===== src/rtl/assert_macros.svh =====
// Assertion macros for the touch event ring RTL.
// Used by files that include this header; expects clk and rst in scope.
`ifndef ASSERT_MACROS_SVH
`define ASSERT_MACROS_SVH

// Concurrent property checked on every rising clk edge outside reset.
`define TER_ASSERT(label, prop, msg) \
  label: assert property (@(posedge clk) disable iff (rst) (prop)) \
    else $error(msg);

// Antecedent in one cycle implies consequent in the next.
`define TER_ASSERT_NEXT(label, ante, cons, msg) \
  label: assert property (@(posedge clk) disable iff (rst) (ante) |=> (cons)) \
    else $error(msg);

`endif


===== src/rtl/ter_pkg.sv =====
// Package for the touch event ring: sizes, codes, event record and the
// controller/datapath interface structs. No dependencies.
package ter_pkg;

  localparam int RING_DEPTH = 64;
  localparam int RING_AW    = $clog2(RING_DEPTH);
  localparam int CNT_W      = 32;
  localparam int COORD_W    = 16;
  localparam int PANEL_W    = 12;
  localparam int VALUE_W    = 12;
  localparam int SEC_W      = 32;
  localparam int USEC_W     = 20;
  localparam int TIME_W     = 64;
  localparam int TYPE_W     = 2;
  localparam int CODE_W     = 9;
  localparam int CFG_IDX_W  = 1;

  localparam logic [USEC_W-1:0] US_PER_SEC = 20'd1000000;

  // Seconds split: 1000000 = 64 * 15625. t >> 6 is divided by 15625 one
  // 16-bit digit at a time, each digit by a reciprocal multiply for the
  // digit, then a multiply back and subtract for the partial remainder.
  localparam int DIV_SHIFT   = 6;
  localparam int DIV_ODD_W   = 14;
  localparam logic [DIV_ODD_W-1:0] DIV_ODD = 14'd15625;
  localparam int DIV_DIGIT_W = 16;
  localparam int DIV_NUM_W   = DIV_ODD_W + DIV_DIGIT_W;
  localparam int RECIP_W     = 31;
  localparam int RECIP_SHIFT = 44;
  // ceil(2^44 / 15625), exact for every 30-bit numerator
  localparam logic [RECIP_W-1:0] RECIP_M = 31'd1125899907;
  localparam int DIV_PROD_W  = DIV_NUM_W + RECIP_W;
  localparam int DIV_STEPS   = 2 * (TIME_W / DIV_DIGIT_W);
  localparam int DIV_CNT_W   = $clog2(DIV_STEPS);

  localparam logic [PANEL_W-1:0] PANEL_WIDTH_RESET  = 12'd480;
  localparam logic [PANEL_W-1:0] PANEL_HEIGHT_RESET = 12'd272;

  // evdev types and codes
  localparam logic [TYPE_W-1:0] EV_SYN = 2'd0;
  localparam logic [TYPE_W-1:0] EV_KEY = 2'd1;
  localparam logic [TYPE_W-1:0] EV_ABS = 2'd3;
  localparam logic [CODE_W-1:0] CODE_ABS_X      = 9'd0;
  localparam logic [CODE_W-1:0] CODE_ABS_Y      = 9'd1;
  localparam logic [CODE_W-1:0] CODE_BTN_TOUCH  = 9'd330;
  localparam logic [CODE_W-1:0] CODE_SYN_REPORT = 9'd0;

  typedef enum logic [1:0] {
    CMD_REPORT = 2'd0,
    CMD_OPEN   = 2'd1,
    CMD_READ   = 2'd2,
    CMD_POLL   = 2'd3
  } cmd_t;

  typedef enum logic [1:0] {
    ST_DELIVERED   = 2'd0,
    ST_WOULD_BLOCK = 2'd1,
    ST_POLL        = 2'd2
  } status_t;

  typedef enum logic [1:0] {
    KIND_ABS_X = 2'd0,
    KIND_ABS_Y = 2'd1,
    KIND_TOUCH = 2'd2,
    KIND_SYNC  = 2'd3
  } kind_t;

  typedef enum logic [CFG_IDX_W-1:0] {
    CFG_PANEL_WIDTH  = 1'b0,
    CFG_PANEL_HEIGHT = 1'b1
  } cfg_index_t;

  typedef enum logic [2:0] {
    S_IDLE,
    S_DIV,
    S_WR_X,
    S_WR_Y,
    S_WR_TOUCH,
    S_WR_SYNC,
    S_RD_CHECK,
    S_RD_OUT
  } state_t;

  typedef struct packed {
    kind_t               kind;
    logic [VALUE_W-1:0]  value;
    logic [SEC_W-1:0]    seconds;
    logic [USEC_W-1:0]   micro;
  } event_t;

  typedef struct packed {
    logic  capture;
    logic  div_start;
    logic  open;
    logic  lap;
    logic  wr_en;
    kind_t wr_kind;
    logic  rd_issue;
    logic  out_poll;
    logic  out_block;
    logic  out_event;
  } ctrl_cmd_t;

  typedef struct packed {
    logic div_done;
    logic empty;
  } dp_status_t;

  function automatic logic [VALUE_W-1:0] clamp_axis(
    input logic signed [COORD_W-1:0] v,
    input logic [PANEL_W-1:0]        size
  );
    logic [VALUE_W-1:0] r;
    if (v[COORD_W-1]) begin
      r = '0;
    end else if (v[COORD_W-2:0] >= (COORD_W-1)'(size)) begin
      r = VALUE_W'(size - PANEL_W'(1));
    end else begin
      r = VALUE_W'(v[COORD_W-2:0]);
    end
    return r;
  endfunction

  function automatic logic [TYPE_W-1:0] type_of(input kind_t k);
    logic [TYPE_W-1:0] t;
    unique case (k)
      KIND_ABS_X, KIND_ABS_Y: t = EV_ABS;
      KIND_TOUCH:             t = EV_KEY;
      default:                t = EV_SYN;
    endcase
    return t;
  endfunction

  function automatic logic [CODE_W-1:0] code_of(input kind_t k);
    logic [CODE_W-1:0] c;
    unique case (k)
      KIND_ABS_X: c = CODE_ABS_X;
      KIND_ABS_Y: c = CODE_ABS_Y;
      KIND_TOUCH: c = CODE_BTN_TOUCH;
      default:    c = CODE_SYN_REPORT;
    endcase
    return c;
  endfunction

endpackage


===== src/rtl/ter_ctrl.sv =====
// Controller FSM for the touch event ring: sequences divide, ring writes
// and reads. Depends on ter_pkg.
module ter_ctrl
  import ter_pkg::*;
(
  input  logic       clk,
  input  logic       rst,
  input  logic       start,
  input  logic [1:0] command,
  input  dp_status_t stat,
  output logic       busy,
  output ctrl_cmd_t  cmd
);

  state_t state;
  state_t state_next;
  logic   accept;

  assign accept = start && (state == S_IDLE);
  assign busy   = (state != S_IDLE);

  always_ff @(posedge clk) begin
    if (rst) begin
      state <= S_IDLE;
    end else begin
      state <= state_next;
    end
  end

  always_comb begin
    state_next = state;
    unique case (state)
      S_IDLE: begin
        if (accept) begin
          unique case (cmd_t'(command))
            CMD_REPORT: state_next = S_DIV;
            CMD_READ:   state_next = S_RD_CHECK;
            default:    state_next = S_IDLE;
          endcase
        end
      end
      S_DIV:      if (stat.div_done) state_next = S_WR_X;
      S_WR_X:     state_next = S_WR_Y;
      S_WR_Y:     state_next = S_WR_TOUCH;
      S_WR_TOUCH: state_next = S_WR_SYNC;
      S_WR_SYNC:  state_next = S_IDLE;
      S_RD_CHECK: state_next = stat.empty ? S_IDLE : S_RD_OUT;
      S_RD_OUT:   state_next = S_IDLE;
      default:    state_next = S_IDLE;
    endcase
  end

  always_comb begin
    cmd = '0;
    cmd.wr_kind = KIND_ABS_X;
    unique case (state)
      S_IDLE: begin
        if (accept) begin
          unique case (cmd_t'(command))
            CMD_REPORT: begin
              cmd.capture   = 1'b1;
              cmd.div_start = 1'b1;
            end
            CMD_OPEN: cmd.open     = 1'b1;
            CMD_READ: cmd.lap      = 1'b1;
            default:  cmd.out_poll = 1'b1;
          endcase
        end
      end
      S_WR_X: begin
        cmd.wr_en   = 1'b1;
        cmd.wr_kind = KIND_ABS_X;
      end
      S_WR_Y: begin
        cmd.wr_en   = 1'b1;
        cmd.wr_kind = KIND_ABS_Y;
      end
      S_WR_TOUCH: begin
        cmd.wr_en   = 1'b1;
        cmd.wr_kind = KIND_TOUCH;
      end
      S_WR_SYNC: begin
        cmd.wr_en   = 1'b1;
        cmd.wr_kind = KIND_SYNC;
      end
      S_RD_CHECK: begin
        if (stat.empty) begin
          cmd.out_block = 1'b1;
        end else begin
          cmd.rd_issue = 1'b1;
        end
      end
      S_RD_OUT: cmd.out_event = 1'b1;
      default: ;
    endcase
  end

endmodule


===== config.mk =====
export PLATFORM = sky130hd
export DESIGN_NAME = ter_ctrl
export DESIGN_NICKNAME = d
export VERILOG_FILES = /design/src/rtl/assert_macros.svh /design/src/rtl/ter_pkg.sv /design/src/rtl/ter_ctrl.sv
export SDC_FILE = /design/constraint.sdc
export NUM_CORES = 1
export LEC_CHECK = 0
export ABC_AREA = 1
export BUFFER_PORTS_ARGS = -buffer_cell sky130_fd_sc_hd__clkbuf_2
export CAP_MARGIN = 20
export CORE_AREA = 4 4 41 43
export CTS_CLUSTER_DIAMETER = 60
export DETAILED_ROUTE_END_ITERATION = 10
export DIE_AREA = 0 0 45 47
export MAX_ROUTING_LAYER = met4
export PLACE_DENSITY = 0.54
export SLEW_MARGIN = 25
export SYNTH_ARGS = -nofsm -noshare
export SYNTH_HDL_FRONTEND = slang
export SYNTH_SLANG_ARGS = --single-unit

===== constraint.sdc =====
create_clock -name clk -period 3 [get_ports clk]
set_input_delay 0.45 -clock clk [delete_from_list [all_inputs] [get_ports clk]]
set_output_delay 0.45 -clock clk [all_outputs]
set_load 0.005 [all_outputs]

==> out/results.txt <==
Yosys printed 0 warnings. For the net count reported at finish, the log shows 84. The quantity of hold-fixing buffers added after cts is 0. The tools report the endpoint type of the worst setup path as a primary output. The area of the multi-input gates was 203 µm². The max-slew violation total from the final report is 0, and the filler cell count in the final layout is 166. For the met2 wire length, the log shows 376 µm. The portion of synthesized area spent on multiplexers is 0%. Wires add up to 741 µm. The clock net in this run drives a total of 3 sinks. Timing would allow up to 585 MHz.

In this run, post-CTS repair resized a total of 0 instances. The final hold violation count is 0, and the total power per unit cell area is 917 mW/mm². The number of buffers inserted during clock tree synthesis was 3; the worst hold path depth was 4. At the end of the flow the core is filled with cells to 33.5%.

The number of antenna diodes in the final layout is 0. The overall global routing resource usage came out at 8.22%. For the I/O pin count, the log shows 19. After layout, the worst path uses 56.9% of the clock period. Count of cells along the worst register-to-register path: 5. The synthesized cell area was 319 µm²; the floorplan die height was 47 µm.

For this run, design rule violations remaining after detail routing come to 0. The largest voltage drop on the vdd net was 0.329 mV. The finished cells cover 435 µm². TritonCTS built the clock tree. Setup violations remaining at the end of the flow were counted as 0.

The kind of launch point of the worst setup path is a register. Average cell area after synthesis: 5.70 µm². The number of nets handed over by synthesis was 63. The deepest clock path buffer count came out at 2. The smallest clock period supported by the final layout is computed as 1.71 ns. The proportion of register bits with asynchronous set or reset after synthesis is 0%.

Worst max-slew margin expressed relative to the limit: 79.6%. Of the total synthesized cell area, the portion taken by AND, OR, NAND and NOR gates is 60.4%. Adding up every negative setup slack in the final design gives 0 ns. The run gives 0 as the number of antenna violations at the first check in global routing. Most repeated cell in the gate-level netlist after synthesis: sky130_fd_sc_hd__nor2_1.

The tools report the starting density of the core as 24.5%. For this block, the via count after detailed routing is 393. The dominant combinational cell family by area after synthesis is simple AND/OR/NAND/NOR gates. After synthesis the netlist holds a flip-flop and latch count of 3. The clock latency on the worst-skew pair came out at 0.23 ns. For the worst setup path, the data required time is 2.55 ns.

The per-cell routed wire length was 8.14 µm. Worst min-delay path category: in2reg. For this design the static power due to leakage is 0.279 nW.

After synthesis, flip-flops and latches occupy 18.8% of the total area. Clock-pin slew was measured on the worst setup and hold paths at 0.04 ns. The horizontal die dimension works out to 45 µm. The arrival time of the worst setup path was 1.26 ns; the cell row count was 13.

The run gives 0 as the number of setup buffers added after CTS. In this run the worst path has a maximum fanout of 6. Of all cell types, the one taking the most synthesized area is sky130_fd_sc_hd__dfxtp_1. The kind of critical path is reg2out.

The number of I/O port buffers is 18, and the adder-cell area share of the yosys netlist is 0%. For this block, the initial DRC count from the detailed router was 11. The number of enable-type register cells in the synthesized netlist works out to 0.

In this run the standard cell core region covers 0.00130 mm². The number of global-route vias before repair is 299. The highest layer touched by signal routing is met3. OpenSTA, run right after detailed placement, puts the worst setup slack at 1.51 ns. The fraction of layout instances using a drive strength above 1 was 35.5%; the cell count after synthesis was 56. The flow ran to the end, and the final reports show no timing, DRC or antenna violations. After detailed routing, the wire length on met1 is 319 µm. The die covers 0.00212 mm². The synthesized design devotes to its leading area cell type 18.8% of total area. The remaining antenna violation count after routing was 0.

Summed over all nets, the half-perimeter wirelength after detailed placement is 631 µm. The slew at the pin with the worst max-slew slack came out at 0.305 ns. After synthesis, the most frequently instantiated cells are 12 x sky130_fd_sc_hd__nor2_1, 11 x sky130_fd_sc_hd__nand3_1, 9 x sky130_fd_sc_hd__nand2_1, 8 x sky130_fd_sc_hd__inv_1, 3 x sky130_fd_sc_hd__dfxtp_1. Summing the areas of all compound-gate instances in the mapped netlist gives 3.14% of the synthesized area. Registers take 60.1 µm². In the final layout, the registers with the most flip-flops are state x3.

The first global-routing pass estimated 1210 µm of wire. The register with the most flip-flops in the final layout is state. Dividing the detail-routed via count by the number of cells gives 4.32.

The flip-flop count of the largest register after layout is 3, and the count of distinct cell types in the synthesized netlist is 14. The run gives 0 as the total grt overflow. Relative to the synthesized area, the layout overhead comes to 36.5%. The run gives 0 as the reported max-cap violation count. The tools report the worst hold margin as 0.466 ns. For this run, the leading register cell type out of synthesis is sky130_fd_sc_hd__dfxtp_1. In this run the cell area measured after placement is 409 µm². The run gives 1 as the number of H-tree levels.

The first detailed-routing pass took 4 iterations. The final worst slack is 1.29 ns. By area the synthesized netlist is led by sky130_fd_sc_hd__dfxtp_1 19%, sky130_fd_sc_hd__nand3_1 17%, sky130_fd_sc_hd__nor2_1 14%. The tree is rooted in a sky130_fd_sc_hd__clkbuf_4. Setup repair after global routing left no endpoint under its margin. The routability-driven placement congestion ratio is 0.725. The tools report the setup clock skew after layout as 0.00396 ns. The synthesized netlist devotes 0% of its cell area to XOR and XNOR gates. Entering global routing, the biggest net connects 13 pins. Wire segments on met3 add up to 44 µm in the final route.
placed cells by master (no fill, tap or decap):
master / instances
sky130_fd_sc_hd__clkbuf_2: 18
sky130_fd_sc_hd__nor2_1: 12
sky130_fd_sc_hd__nand3_1: 11
sky130_fd_sc_hd__nand2_1: 9
sky130_fd_sc_hd__inv_1: 8
sky130_fd_sc_hd__clkbuf_4: 3
sky130_fd_sc_hd__dfxtp_1: 3
sky130_fd_sc_hd__inv_2: 2
sky130_fd_sc_hd__nor2_4: 2
sky130_fd_sc_hd__nor3_1: 2
sky130_fd_sc_hd__nand3_2: 2
sky130_fd_sc_hd__nand4_1: 1
sky130_fd_sc_hd__o21ai_0: 1
sky130_fd_sc_hd__o21ai_1: 1
sky130_fd_sc_hd__clkbuf_1: 1
layout make-up:
type                       count  area share [%]
sequential                     3            13.8
inverter                      10            8.62
multi-input combinational     41            46.6
clock buffer                   4            6.03
timing repair buffer          18            20.7
tap                           15            4.31
cell families (layout without fill, tap and decap cells):
kind of cell    count (synthesis)  count (layout)
compound gates                  2               2
simple gates                   39              39
flops                           3               3
buf+inv                        12              32
critical path, stage by stage, from the launching register on:
cell	delay (ns)
sky130_fd_sc_hd__dfxtp_1	0.49
sky130_fd_sc_hd__nor2_4	0.09
sky130_fd_sc_hd__o21ai_0	0.22
sky130_fd_sc_hd__nand3_1	0.10
sky130_fd_sc_hd__clkbuf_2	0.12
through the flow:
step                      instances  power (mW)
final                            91       0.399
after global routing             91       0.451
after CTS                        91       0.407
after detailed placement         87       0.332
after global placement           87       0.334
after floorplan                  56       0.268
routing by layer:
metal  track usage [%]  vias up
li1                  -      218
met1              9.73      167
met2              12.1        8
met3              2.30        0
met4              5.26        0
met5                 -        -
report_power, final:
group          switching, mW  total [mW]  leakage, nW  internal (mW)
clock network         0.0205      0.0703       0.0150         0.0498
logic                  0.146       0.246        0.239         0.0996
registers             0.0265      0.0833       0.0249         0.0568
total                  0.193       0.399        0.279          0.206
worst paths after layout:
kind | slack (ns) | start | to
max | 1.29 | state[1] | cmd[6]
min | 0.47 | rst | state[0]
max reg2reg | 1.96 | state[1] | state[1]
min reg2reg | 0.74 | state[2] | state[0]
Note: power is estimated with default switching activity, not from simulation.
